File: config.mk
export PLATFORM = sky130hd
export DESIGN_NAME = doubly_linked_list_manager_flat
export DESIGN_NICKNAME = d
export VERILOG_FILES = /design/src/rtl/dll_pkg.sv /design/src/rtl/dll_if.sv /design/src/rtl/doubly_linked_list_manager.sv /design/src/rtl/dll_node_mem.sv /design/src/flat_wrapper.sv
export SDC_FILE = /design/constraint.sdc
export NUM_CORES = 2
export LEC_CHECK = 0
export BUFFER_PORTS_ARGS = -buffer_cell sky130_fd_sc_hd__buf_2
export CORE_AREA = 2 2 366 368
export CTS_BUF_LIST = sky130_fd_sc_hd__clkbuf_4 sky130_fd_sc_hd__clkbuf_8
export DETAILED_ROUTE_END_ITERATION = 8
export DIE_AREA = 0 0 368 370
export GPL_TIMING_DRIVEN = 0
export PLACE_DENSITY_LB_ADDON = 0.05
export SLEW_MARGIN = 5
export SYNTH_ARGS = -nofsm -noshare
export SYNTH_HDL_FRONTEND = slang
export SYNTH_SLANG_ARGS = --single-unit
File: constraint.sdc
create_clock -name clk -period 13.5 [get_ports clk]
set_input_delay 2.7 -clock clk [delete_from_list [all_inputs] [get_ports clk]]
set_output_delay 2.7 -clock clk [all_outputs]
set_load 0.02 [all_outputs]
File: src/rtl/dll_pkg.sv
// ----------------------------------------------------------------------------
// dll_pkg: shared types and constants of the linked list manager
// Node and list counts, operation codes, request and response payloads.
// ----------------------------------------------------------------------------
`default_nettype none

package dll_pkg;

  localparam int NumNodes = 64;
  localparam int NumLists = 4;
  localparam int NodeW    = $clog2(NumNodes);
  localparam int PtrW     = NodeW + 1;
  localparam int ListW    = 2;
  localparam int OwnerW   = 3;

  localparam logic [PtrW-1:0] NodeNone = PtrW'(NumNodes);

  typedef enum logic [3:0] {
    OP_INIT       = 4'd0,
    OP_CLEAR      = 4'd1,
    OP_PUSH_FRONT = 4'd2,
    OP_PUSH_BACK  = 4'd3,
    OP_INS_BEFORE = 4'd4,
    OP_INS_AFTER  = 4'd5,
    OP_POP_FRONT  = 4'd6,
    OP_POP_BACK   = 4'd7,
    OP_REMOVE     = 4'd8,
    OP_FRONT      = 4'd9,
    OP_BACK       = 4'd10,
    OP_NEXT       = 4'd11,
    OP_PREV       = 4'd12,
    OP_SIZE       = 4'd13,
    OP_IS_LINKED  = 4'd14
  } op_t;

  typedef struct packed {
    logic [3:0]       kind;
    logic [ListW-1:0] list_id;
    logic [5:0]       node_index;
    logic [5:0]       position_index;
  } req_t;

  typedef struct packed {
    logic       ok;
    logic [6:0] result_node;
    logic [6:0] list_count;
    logic       node_linked;
  } rsp_t;

  // One node entry: prev pointer, next pointer, owner (list plus one)
  typedef struct packed {
    logic [PtrW-1:0]   prev;
    logic [PtrW-1:0]   next;
    logic [OwnerW-1:0] owner;
  } node_t;

endpackage

`default_nettype wire

File: src/rtl/dll_if.sv
// ----------------------------------------------------------------------------
// dll_req_if / dll_rsp_if: valid/ready channels of the list manager
// Request channel and response channel with payload structs.
// ----------------------------------------------------------------------------
`default_nettype none

interface dll_req_if;
  logic          valid;
  logic          ready;
  dll_pkg::req_t data;
  modport source (output valid, output data, input ready);
  modport sink   (input valid, input data, output ready);
endinterface

interface dll_rsp_if;
  logic          valid;
  logic          ready;
  dll_pkg::rsp_t data;
  modport source (output valid, output data, input ready);
  modport sink   (input valid, input data, output ready);
endinterface

`default_nettype wire

File: src/rtl/doubly_linked_list_manager.sv
// ----------------------------------------------------------------------------
// doubly_linked_list_manager: node pool threaded into several linked lists
// Node prev/next/owner live in a single-port-read memory; list heads,
// tails, lengths and ready flags live in flip-flops.
// ----------------------------------------------------------------------------
//   channel | dir | payload
//   req     | in  | kind, list_id, node_index, position_index
//   rsp     | out | ok, result_node, list_count, node_linked
//
// One request at a time. Queries and refused requests answer after the
// node_index and position_index reads; links and removes go on to read
// and write the neighbors (one memory read per pointer fetched, one write
// per node); pops then run a remove pass (the target is fetched again).
// Init and clear sweep the node memory. After reset a sweep frees every
// node; no request is taken then. A waiting response holds until taken; rsp stalls block req.
// ----------------------------------------------------------------------------
`default_nettype none

module doubly_linked_list_manager (
  input wire logic    clk,
  input wire logic    rst,
  dll_req_if.sink     req,
  dll_rsp_if.source   rsp
);

  localparam int NodeW = dll_pkg::NodeW;
  localparam int PtrW  = dll_pkg::PtrW;

  typedef enum logic [3:0] {
    S_RSTCLR, S_IDLE, S_RD_N, S_RD_P, S_EVAL, S_RD_NB, S_WR_A, S_WR_B,
    S_WR_N, S_SWEEP, S_SWEEP_W, S_RESP
  } state_t;

  state_t state;

  // list registers
  logic [PtrW-1:0] head   [dll_pkg::NumLists];
  logic [PtrW-1:0] tail   [dll_pkg::NumLists];
  logic [6:0]      length [dll_pkg::NumLists];
  logic [dll_pkg::NumLists-1:0] lready;

  // request and working registers
  dll_pkg::req_t   r;
  dll_pkg::node_t  nent;   // entry of node_index
  logic [PtrW-1:0] a_ptr, b_ptr, tgt;
  logic            do_link;
  logic            pop_pass; // remove pass of a pop is running
  logic [NodeW:0]  sweep;
  dll_pkg::rsp_t   out;

  // memory port
  logic            we;
  logic [NodeW-1:0] waddr, raddr;
  dll_pkg::node_t  wdata, rdata;

  dll_node_mem u_mem (
    .clk(clk), .we(we), .waddr(waddr), .wdata(wdata), .raddr(raddr), .rdata(rdata)
  );

  logic [dll_pkg::OwnerW-1:0] own_l;
  assign own_l = dll_pkg::OwnerW'(r.list_id) + 1'b1;

  logic rdy;
  assign rdy = lready[r.list_id];

  assign req.ready = (state == S_IDLE);
  assign rsp.valid = (state == S_RESP);
  assign rsp.data  = out;

  // write and read port control; S_RD_N fetches node_index
  always_comb begin
    we    = 1'b0;
    waddr = r.node_index;
    wdata = '{prev: dll_pkg::NodeNone, next: dll_pkg::NodeNone, owner: '0};
    raddr = r.node_index;
    case (state)
      S_RSTCLR: begin
        we = 1'b1; waddr = sweep[NodeW-1:0];
      end
      S_RD_P:   raddr = r.position_index;
      S_RD_NB:  raddr = a_ptr[NodeW-1:0];
      S_SWEEP:  raddr = sweep[NodeW-1:0];
      S_SWEEP_W: begin
        waddr = sweep[NodeW-1:0];
        raddr = sweep[NodeW-1:0] + 1'b1;
        we    = (rdata.owner == own_l);
      end
      S_WR_A: begin
        // a.next update (link: n, unlink: b)
        waddr = a_ptr[NodeW-1:0];
        raddr = b_ptr[NodeW-1:0];
        we    = !a_ptr[NodeW];
        wdata = rdata;
        wdata.next = do_link ? PtrW'(r.node_index) : b_ptr;
      end
      S_WR_B: begin
        waddr = b_ptr[NodeW-1:0];
        we    = !b_ptr[NodeW];
        wdata = rdata;
        wdata.prev = do_link ? PtrW'(r.node_index) : a_ptr;
      end
      S_WR_N: begin
        we    = 1'b1;
        waddr = tgt[NodeW-1:0];
        if (do_link) wdata = '{prev: a_ptr, next: b_ptr, owner: own_l};
      end
      default: ;
    endcase
  end

  // sequencer
  always_ff @(posedge clk) begin
    if (rst) begin
      state    <= S_RSTCLR;
      sweep    <= '0;
      lready   <= '0;
      pop_pass <= 1'b0;
      for (int i = 0; i < dll_pkg::NumLists; i++) begin
        head[i] <= dll_pkg::NodeNone; tail[i] <= dll_pkg::NodeNone; length[i] <= '0;
      end
    end else begin
      case (state)
        S_RSTCLR: begin
          sweep <= sweep + 1'b1;
          if (sweep == (NodeW+1)'(dll_pkg::NumNodes - 1)) state <= S_IDLE;
        end
        S_IDLE: if (req.valid) begin
          r        <= req.data;
          pop_pass <= 1'b0;
          state    <= S_RD_N;
        end
        S_RD_N: state <= S_RD_P;
        S_RD_P: begin
          nent  <= rdata;
          state <= S_EVAL;
        end
        S_EVAL: begin
          // fresh response, kept as is through the remove pass of a pop
          if (!pop_pass) begin
            out <= '{ok: 1'b0, result_node: dll_pkg::NodeNone,
                     list_count: length[r.list_id], node_linked: (nent.owner != '0)};
          end
          state <= S_RESP;
          case (r.kind)
            dll_pkg::OP_INIT, dll_pkg::OP_CLEAR: begin
              if (r.kind == dll_pkg::OP_INIT || rdy) begin
                sweep <= '0;
                state <= S_SWEEP;
              end
            end
            dll_pkg::OP_PUSH_FRONT, dll_pkg::OP_PUSH_BACK: begin
              if (rdy && nent.owner == '0) begin
                do_link <= 1'b1; tgt <= PtrW'(r.node_index);
                a_ptr <= (r.kind == dll_pkg::OP_PUSH_FRONT) ? dll_pkg::NodeNone
                         : tail[r.list_id];
                b_ptr <= (r.kind == dll_pkg::OP_PUSH_FRONT) ? head[r.list_id]
                         : dll_pkg::NodeNone;
                state <= S_RD_NB;
              end
            end
            dll_pkg::OP_INS_BEFORE, dll_pkg::OP_INS_AFTER: begin
              if (rdy && nent.owner == '0 && rdata.owner == own_l) begin
                do_link <= 1'b1; tgt <= PtrW'(r.node_index);
                a_ptr <= (r.kind == dll_pkg::OP_INS_BEFORE) ? rdata.prev
                         : PtrW'(r.position_index);
                b_ptr <= (r.kind == dll_pkg::OP_INS_BEFORE) ? PtrW'(r.position_index)
                         : rdata.next;
                state <= S_RD_NB;
              end
            end
            dll_pkg::OP_POP_FRONT, dll_pkg::OP_POP_BACK: begin
              // target pointers come from a fresh read of the target
              if (rdy) begin
                tgt <= (r.kind == dll_pkg::OP_POP_FRONT) ? head[r.list_id]
                       : tail[r.list_id];
                if (((r.kind == dll_pkg::OP_POP_FRONT) ? head[r.list_id]
                     : tail[r.list_id]) != dll_pkg::NodeNone) begin
                  do_link  <= 1'b0;
                  pop_pass <= 1'b1;
                  r.node_index <= (r.kind == dll_pkg::OP_POP_FRONT)
                                  ? head[r.list_id][NodeW-1:0] : tail[r.list_id][NodeW-1:0];
                  state <= S_RD_N;
                  r.kind <= dll_pkg::OP_REMOVE;
                  out.result_node <= (r.kind == dll_pkg::OP_POP_FRONT) ? head[r.list_id]
                                     : tail[r.list_id];
                  // the addressed node is unlinked if it is the one popped
                  out.node_linked <= (nent.owner != '0) &&
                                     (r.node_index != ((r.kind == dll_pkg::OP_POP_FRONT)
                                      ? head[r.list_id][NodeW-1:0]
                                      : tail[r.list_id][NodeW-1:0]));
                end
              end
            end
            dll_pkg::OP_REMOVE: begin
              if (rdy && nent.owner == own_l) begin
                do_link <= 1'b0; tgt <= PtrW'(r.node_index);
                a_ptr <= nent.prev; b_ptr <= nent.next;
                state <= S_RD_NB;
              end
            end
            default: ;
          endcase
          // queries
          case (r.kind)
            dll_pkg::OP_FRONT, dll_pkg::OP_BACK: begin
              if (rdy && ((r.kind == dll_pkg::OP_FRONT) ? head[r.list_id]
                          : tail[r.list_id]) != dll_pkg::NodeNone) begin
                out.ok <= 1'b1;
                out.result_node <= (r.kind == dll_pkg::OP_FRONT) ? head[r.list_id]
                                   : tail[r.list_id];
              end
            end
            dll_pkg::OP_NEXT, dll_pkg::OP_PREV: begin
              if (rdy && nent.owner != '0 &&
                  ((r.kind == dll_pkg::OP_NEXT) ? nent.next : nent.prev)
                  != dll_pkg::NodeNone) begin
                out.ok <= 1'b1;
                out.result_node <= (r.kind == dll_pkg::OP_NEXT) ? nent.next : nent.prev;
              end
            end
            dll_pkg::OP_SIZE:      out.ok <= rdy;
            dll_pkg::OP_IS_LINKED: out.ok <= (nent.owner != '0);
            default: ;
          endcase
        end
        // read the a neighbor; its entry arrives in S_WR_A, which reads b
        S_RD_NB: state <= S_WR_A;
        S_WR_A: begin
          if (a_ptr[NodeW]) begin
            head[r.list_id] <= do_link ? PtrW'(r.node_index) : b_ptr;
          end
          state <= S_WR_B;
        end
        S_WR_B: begin
          if (b_ptr[NodeW]) begin
            tail[r.list_id] <= do_link ? PtrW'(r.node_index) : a_ptr;
          end
          state <= S_WR_N;
        end
        S_WR_N: begin
          length[r.list_id] <= do_link ? length[r.list_id] + 1'b1
                               : length[r.list_id] - 1'b1;
          out.ok          <= 1'b1;
          out.list_count  <= do_link ? length[r.list_id] + 1'b1
                             : length[r.list_id] - 1'b1;
          out.node_linked <= do_link ? 1'b1 : (pop_pass && out.node_linked);
          state <= S_RESP;
        end
        S_SWEEP: state <= S_SWEEP_W;
        S_SWEEP_W: begin
          if (sweep == (NodeW+1)'(dll_pkg::NumNodes - 1)) begin
            head[r.list_id]   <= dll_pkg::NodeNone;
            tail[r.list_id]   <= dll_pkg::NodeNone;
            length[r.list_id] <= '0;
            lready[r.list_id] <= 1'b1;
            out.ok            <= 1'b1;
            out.list_count    <= '0;
            out.node_linked   <= out.node_linked && (nent.owner != own_l);
            state <= S_RESP;
          end
          sweep <= sweep + 1'b1;
        end
        S_RESP: if (rsp.ready) state <= S_IDLE;
        default: state <= S_IDLE;
      endcase
    end
  end

endmodule

`default_nettype wire

File: src/rtl/dll_node_mem.sv
// ----------------------------------------------------------------------------
// dll_node_mem: node table memory
// One write port, one read port, registered read data.
// ----------------------------------------------------------------------------
`default_nettype none

module dll_node_mem (
  input  wire logic                       clk,
  input  wire logic                       we,
  input  wire logic [dll_pkg::NodeW-1:0]  waddr,
  input  wire dll_pkg::node_t             wdata,
  input  wire logic [dll_pkg::NodeW-1:0]  raddr,
  output dll_pkg::node_t                  rdata
);

  dll_pkg::node_t mem [dll_pkg::NumNodes];

  // write port
  always_ff @(posedge clk) begin
    if (we) mem[waddr] <= wdata;
  end

  // registered read
  always_ff @(posedge clk) begin
    rdata <= mem[raddr];
  end

endmodule

`default_nettype wire
File: src/flat_wrapper.sv
// flat-port wrapper written by rule: the top's interface ports become plain ports
module doubly_linked_list_manager_flat 
  (clk, rst, req_valid, req_data, req_ready, rsp_valid, rsp_data, rsp_ready);
  dll_req_if req_i ();
  dll_rsp_if rsp_i ();
  input wire logic clk;
  input wire logic rst;
  input wire logic [$bits(req_i.valid)-1:0] req_valid;
  input wire logic [$bits(req_i.data)-1:0] req_data;
  output wire logic [$bits(req_i.ready)-1:0] req_ready;
  output wire logic [$bits(rsp_i.valid)-1:0] rsp_valid;
  output wire logic [$bits(rsp_i.data)-1:0] rsp_data;
  input wire logic [$bits(rsp_i.ready)-1:0] rsp_ready;
  assign req_i.valid = req_valid;
  assign req_i.data = req_data;
  assign req_ready = req_i.ready;
  assign rsp_valid = rsp_i.valid;
  assign rsp_data = rsp_i.data;
  assign rsp_i.ready = rsp_ready;
  doubly_linked_list_manager u_core (.clk(clk), .rst(rst), .req(req_i), .rsp(rsp_i));
endmodule
---- Word level (Yosys, flattened, before mapping) ----
Memories as Yosys holds them, arrays and structs flattened. A register that Yosys moved wholly into a read port is not among the register bits.
Cells that the tools add are included.
cells by class
  order comparisons ....................... 2
  mux-type cells .......................... 118
  reductions and logical operators ........ 46
  eq/ne operators ......................... 48
  add/sub/neg operators ................... 5
  bitwise operators ....................... 5
operator list
  cell                                            count
  two-way mux 7 bit                               27
  case mux 17 bit (3 select lines)                1
  two-way mux 4 bit                               12
  two-way mux 6 bit                               8
  case mux 4 bit (12 select lines)                1
  case mux 6 bit (4 select lines)                 2
  == test 4 bit (second input constant)           11
  case mux 7 bit (3 select lines)                 2
  two-way mux 1 bit                               38
  == test 4 x 3 -> 1 bit (second input constant)  8
  case mux 6 bit (5 select lines)                 1
  case mux 7 bit (2 select lines)                 2
  two-way mux 8 bit                               3
  case mux 8 bit (3 select lines)                 1
  != test 2 x 1 -> 1 bit (second input constant)  11
  != test 7 bit (second input constant)           3
  OR reduction 7 bit                              3
  case mux 4 bit (5 select lines)                 1
  two-way mux 18 bit                              1
  two-way mux 17 bit                              1
  == test 4 x 2 -> 1 bit (second input constant)  4
  two-way mux 16 bit                              1
  OR reduction 2 bit                              8
  adder 7 x 1 -> 7 bit (second input constant)    2
  other kinds (37)                                72
storage, ports and cells
  memories ................................ 4
  input bits .............................. 22
  output and inout port bits .............. 18
  logic and storage cells ................. 247
  register bits after elaboration ......... 88
  memory bits (writable) .................. 1,172
memory list
  memory            depth  bits a word  read ports  clocked after Yosys merged registers in  wr ports  line                              RTL
  u_core.u_mem.mem  64     17           1           1                                        1         dll_node_mem.sv:16                dll_pkg::node_t mem [dll_pkg::NumNodes];
  u_core.head       4      7            1           1                                        4         doubly_linked_list_manager.sv:37  logic [PtrW-1:0] head [dll_pkg::NumLists];
  u_core.length     4      7            1           1                                        4         doubly_linked_list_manager.sv:39  logic [6:0] length [dll_pkg::NumLists];
  u_core.tail       4      7            1           1                                        4         doubly_linked_list_manager.sv:38  logic [PtrW-1:0] tail [dll_pkg::NumLists];

---- Depth between registers and ports, before layout ----
  word-level depth ........................ 9
  mapped depth ............................ 14
  depth with buffers taken out ............ 10

---- Modules after synthesis ----
Synthesis repeated with hierarchy kept, for this count alone.
unflattened totals
  cell total of the unflattened synthesis .. 2,824
  area, all modules ....................... 52,053.7 µm²
by module, submodules not included
  module                      cells an instance  seq. area each (µm²)  area an instance (µm²)  instances
  dll_node_mem                1,875              33,011.7              42,117.9                1
  doubly_linked_list_manager  949                5,044.8               9,935.8                 1

---- Worst setup path before layout ----
OpenSTA, ideal clock, no wires.
  kind .................................... flip-flop to flip-flop
  from .................................... register u_core.state[1]
  to ...................................... memory u_core.u_mem.mem[0][11] (netlist bit) (data pin)
  data required time ...................... 12.798 ns
  path buffers ............................ 4
  data arrival time ....................... 4.208 ns
  path slack .............................. 8.591 ns
  library setup time ...................... 0.702 ns
  cell stages (with the launch flop) ...... 8
  path through ............................ dfxtp_1 > buf_4 > clkbuf_1 > and3_1 > clkbuf_1 > buf_1 > a21oi_1 > o21ai_0
RTL lines
  item                    line                               RTL
  from (decl)             doubly_linked_list_manager.sv:34   state_t state;
  from (signal assigned)  doubly_linked_list_manager.sv:114  state <= S_RSTCLR;
  from (signal assigned)  doubly_linked_list_manager.sv:125  if (sweep == (NodeW+1)'(dll_pkg::NumNodes - 1)) state <= S_IDLE;
  from (signal assigned)  doubly_linked_list_manager.sv:130  state <= S_RD_N;
  to (decl)               dll_node_mem.sv:16

---- Worst setup path after layout ----
  from .................................... register u_core.state[1]
  to ...................................... register, netlist name u_core.u_mem.rdata[8]
on the way
  longest elaborated chain between the ends .. 2
RTL lines
  item                                            line                              RTL
  == test 4 x 3 -> 1 bit (tied with other cells)  doubly_linked_list_manager.sv:76  case (state)
  case mux 6 bit (5 select lines) (*)             doubly_linked_list_manager.sv:76
Mark *: on every way between the ends. The rest lies on a longest branch, timed or not.
A chain may end at the register's enable or synchronous reset.

==> flow_metrics.tcl <==
set metrics [dict create \
    switching_share_pct 21.4 \
    crit_path_end_kind "flop" \
    first_global_vias 33900 \
    grt_max_degree 65 \
    gp_congestion 1.00 \
    ys_warn_count 0 \
    ir_worst_vdd_uv 99.6 \
    dp_hpwl_mm 131 \
    routedWlPerCell_um 30.7 \
    power_density_nw_per_um2 128 \
    viasPerCell 5.84 \
    grt_pass1_wl_mm 252 \
    violations "max-capacitance violations" \
    holdBufCountCts 0 \
    r2r-start "u_core.state[1]$_SDFFE_PP0P_" \
    clkTransAtPathRegs_ps 70 \
    worst_slack_ps 7730 \
    rsz0062_at_grt "false" \
    cts_made_buffers 209 \
    rows 134 \
    crit_required_ps 14150 \
    pin_count 40 \
    cts-resized-gates 0 \
    cts_max_level 4 \
    dp_slack_ps 7940 \
    ant_nets 0 \
    outcome "finished, violations left" \
    crit_arrival_ps 6420 \
    hold_depth 2 \
    whs_endpoint "u_core.lready[3]$_SDFFE_PP0P_" \
    antenna_found_initial 8 \
    leakage_nw 20.2 \
    worst_slew_pin_slew_ps 1460 \
    cp_max_fo 10 \
    seq_area_frac_synth_pct 72.5 \
    synth_ff_type "edfxtp_1" \
    drc 0 \
    combPwrFrac_pct 0.9 \
    cp-start-kind "flop" \
    critical_path_class "reg -> reg" \
    synth_area_um2 52500 \
    postSynthCellCount 3569 \
    r2r_end "u_core.u_mem.rdata[8]$_DFF_P_" \
    async_flop_share_pct 0 \
    clock_latency_ps 960 \
    grtUsageTotal_pct 26.2 \
    area_delta_synth_final_pct 16.4 \
    power_w 0.00783 \
    num-nets-final 3966 \
    overflow 0 \
    power_frac_seq_pct 55.3 \
    fin_skew_ps 45.7 \
    cts.sinks 1279 \
    startpoint "u_core.state[1]$_SDFFE_PP0P_" \
    fmax_mhz 173 \
    hold_viol 0 \
    die-area_um2 136000 \
    hp-class "reg -> reg" \
    cts_tree "built" \
    p_int_w 0.00615 \
    port_buffers 39 \
    drtIter0Drc 3586 \
    worstHoldStart "u_core.lready[3]$_SDFFE_PP0P_" \
    fin_crit_ps 5770 \
    period_share_pct 42.8 \
    fin_tns_setup_ps 0 \
    slew_viol_final 0 \
    switchingPower_w 0.00167 \
    firstDrtPassIters 7 \
    vias 34400 \
    maxSlewHeadroom_pct 1.66 \
    postSynthAreaPerCell_um2 14.7 \
    r2r_slack_ps 7730 \
    synth.net_count 3602 \
    cts_buffer_depth 3 \
    start_util_pct 39.6 \
    die_w_um 368 \
    cap_viol_max_count 1 \
    synth_edf_count 1244 \
    clockRootBuffer "clkbuf_8" \
    r2r_cells 10 \
    coreArea_um2 132000 \
    drive_gt1_share_pct 17.6 \
    drt-total-wl_mm 180 \
    postCtsSetupBuffers 0 \
    finalSetupViolCount 0 \
    ys_ff_latch 1279 \
    yosys.cell_types.count 82 \
    pwr-share-clk_pct 43.7 \
    die_h_um 370 \
]
==> area by class of cell <==
type,instances,area (um2)
Antenna cell,1,2.50
Buffer,255,1210
Clock buffer,294,3560
Clock inverter,98,661
Fill cell,11700,71300
Inverter,40,150
Multi-Input combinational cell,1995,13500
Sequential cell,1279,38100
Tap cell,1768,2210
Timing Repair Buffer,153,1800
==> per-layer routing <==
metal | part of all wire [%] | up-vias | track usage (%)
li1 | - | 14900 | -
met1 | 42 | 17800 | 34.5
met2 | 48 | 1399 | 43.1
met3 | 6.6 | 316 | 5.05
met4 | 3.6 | 0 | 9.50
met5 | 0 | - | 0
==> power by group through the flow <==
stage,sequential [W],clock [W],combinational [W]
floorplan,0.00441,0,0.0000372
global placement,0.00441,0,0.0000655
detailed placement,0.00441,0,0.0000731
CTS,0.00433,0.00349,0.0000737
global route,0.00433,0.00364,0.0000775
finish,0.00433,0.00342,0.0000737
==> cells by family (layout without fill, tap and decap cells) <==
logic type	Yosys count	in the layout	synth area share [%]
flip-flops	1279	1279	72.5
AO/OA/AOI/OAI	867	867	11.5
AND/OR/NAND/NOR	801	801	6.49
multiplexers	293	293	6.26
XOR/XNOR	23	23	0.384
adder cells (fa/ha/maj)	11	11	0.276
other	0	1	0
buffers and inverters	295	840	2.59
==> through the flow <==
stage / utilization, % / hold slack, ps / cells / area, um2
2_1_floorplan: - / 428 / 3569 / 52500
3_3_place_gp: 41.5 / 447 / 5376 / 54900
3_5_place_dp: 43.0 / 482 / 5489 / 56900
4_1_cts: 46.1 / 496 / 5881 / 61100
5_1_grt: 46.2 / 510 / 5883 / 61200
6_report: 46.2 / 487 / 5883 / 61200
==> worst max-delay path by stage <==
stage	endpoint	slack, ps	cells past startpoint
6_report	u_core.u_mem.rdata[8]$_DFF_P_	7730	10
5_1_grt	req_ready	7720	5
4_1_cts	req_ready	7790	5
3_5_place_dp	u_core.u_mem.mem[13][9]$_DFFE_PP_	7940	11
3_3_place_gp	u_core.u_mem.mem[7][6]$_DFFE_PP_	1640	7
2_1_floorplan	u_core.u_mem.mem[0][11]$_DFFE_PP_	8590	7
==> worst max-delay path, cell delays in order, from the launching register on <==
cell       delay, ps
dfxtp_1          500
buf_4            230
and2b_1          310
a22o_1           260
a221oi_2         100
nor2_1          1030
buf_2            610
buf_2            330
a221oi_1         200
o41ai_1         1290
o2111ai_1        580
==> synthesized netlist by cell type, drive strengths merged (5+ instances only) <==
cell     count  area share [%]
o21bai       9            0.13
and3         8            0.10
o21ai       54            0.51
a221oi     281             4.7
a21oi      354             3.4
clkbuf     121            0.91
buf        133             1.4
inv         39            0.28
a22o         5           0.083
a31oi        8           0.095
nand2b      27            0.32
o22ai        5           0.060
nor2b       16            0.20
o41ai       51            0.85
mux2         5            0.11
nor3b        5           0.071
mux4        22             1.1
a221o        8            0.15
a22oi       16            0.23
dfxtp       35             1.3
nand4        6           0.083
edfxtp    1244              71
nor2       195             1.4
mux2i      266             5.1
xnor2       16            0.27
ha          10            0.24
nand3       25            0.24
o211ai       9            0.14
o2111ai     16            0.27
and2         8           0.098
nor4        21            0.26
a222oi      15            0.29
nor3        28            0.28
nand2      444             3.2
xor2         7            0.12
==> placed cells by master, fill, tap and decap left out, types with 19 or more instances in the layout <==
cell,netlist,final
a221oi_1,279,279
o41ai_1,51,40
clkinv_1,1,56
mux2i_1,266,266
nor2_2,0,63
clkbuf_1,118,118
buf_6,8,19
inv_1,38,38
buf_8,0,54
a21oi_1,353,353
nor3_1,27,26
buf_2,96,135
nor2_1,195,132
nand3_1,25,25
dfxtp_1,35,35
buf_4,12,39
edfxtp_1,1244,1244
nand2b_1,27,27
mux4_1,19,19
clkbuf_4,0,77
clkbuf_8,2,219
nand2_1,444,444
o21ai_0,50,40
clkinv_2,0,22
nor4_1,20,20
==> registers in the layout, indices dropped and copies added (netlist names), named ones only <==
name	count
u_core.state	4
u_core.lready	4
u_core.tgt	6
u_core.sweep	7
u_core.rsp.data	16
u_core.length	28
u_core.r	18
u_core.b_ptr	7
u_core.pop_pass	1
u_core.u_mem.mem	1088
u_core.nent	17
u_core.u_mem.rdata	17
u_core.do_link	1
u_core.head	28
u_core.a_ptr	7
u_core.tail	28
Note: power is estimated with default switching activity, not from simulation.
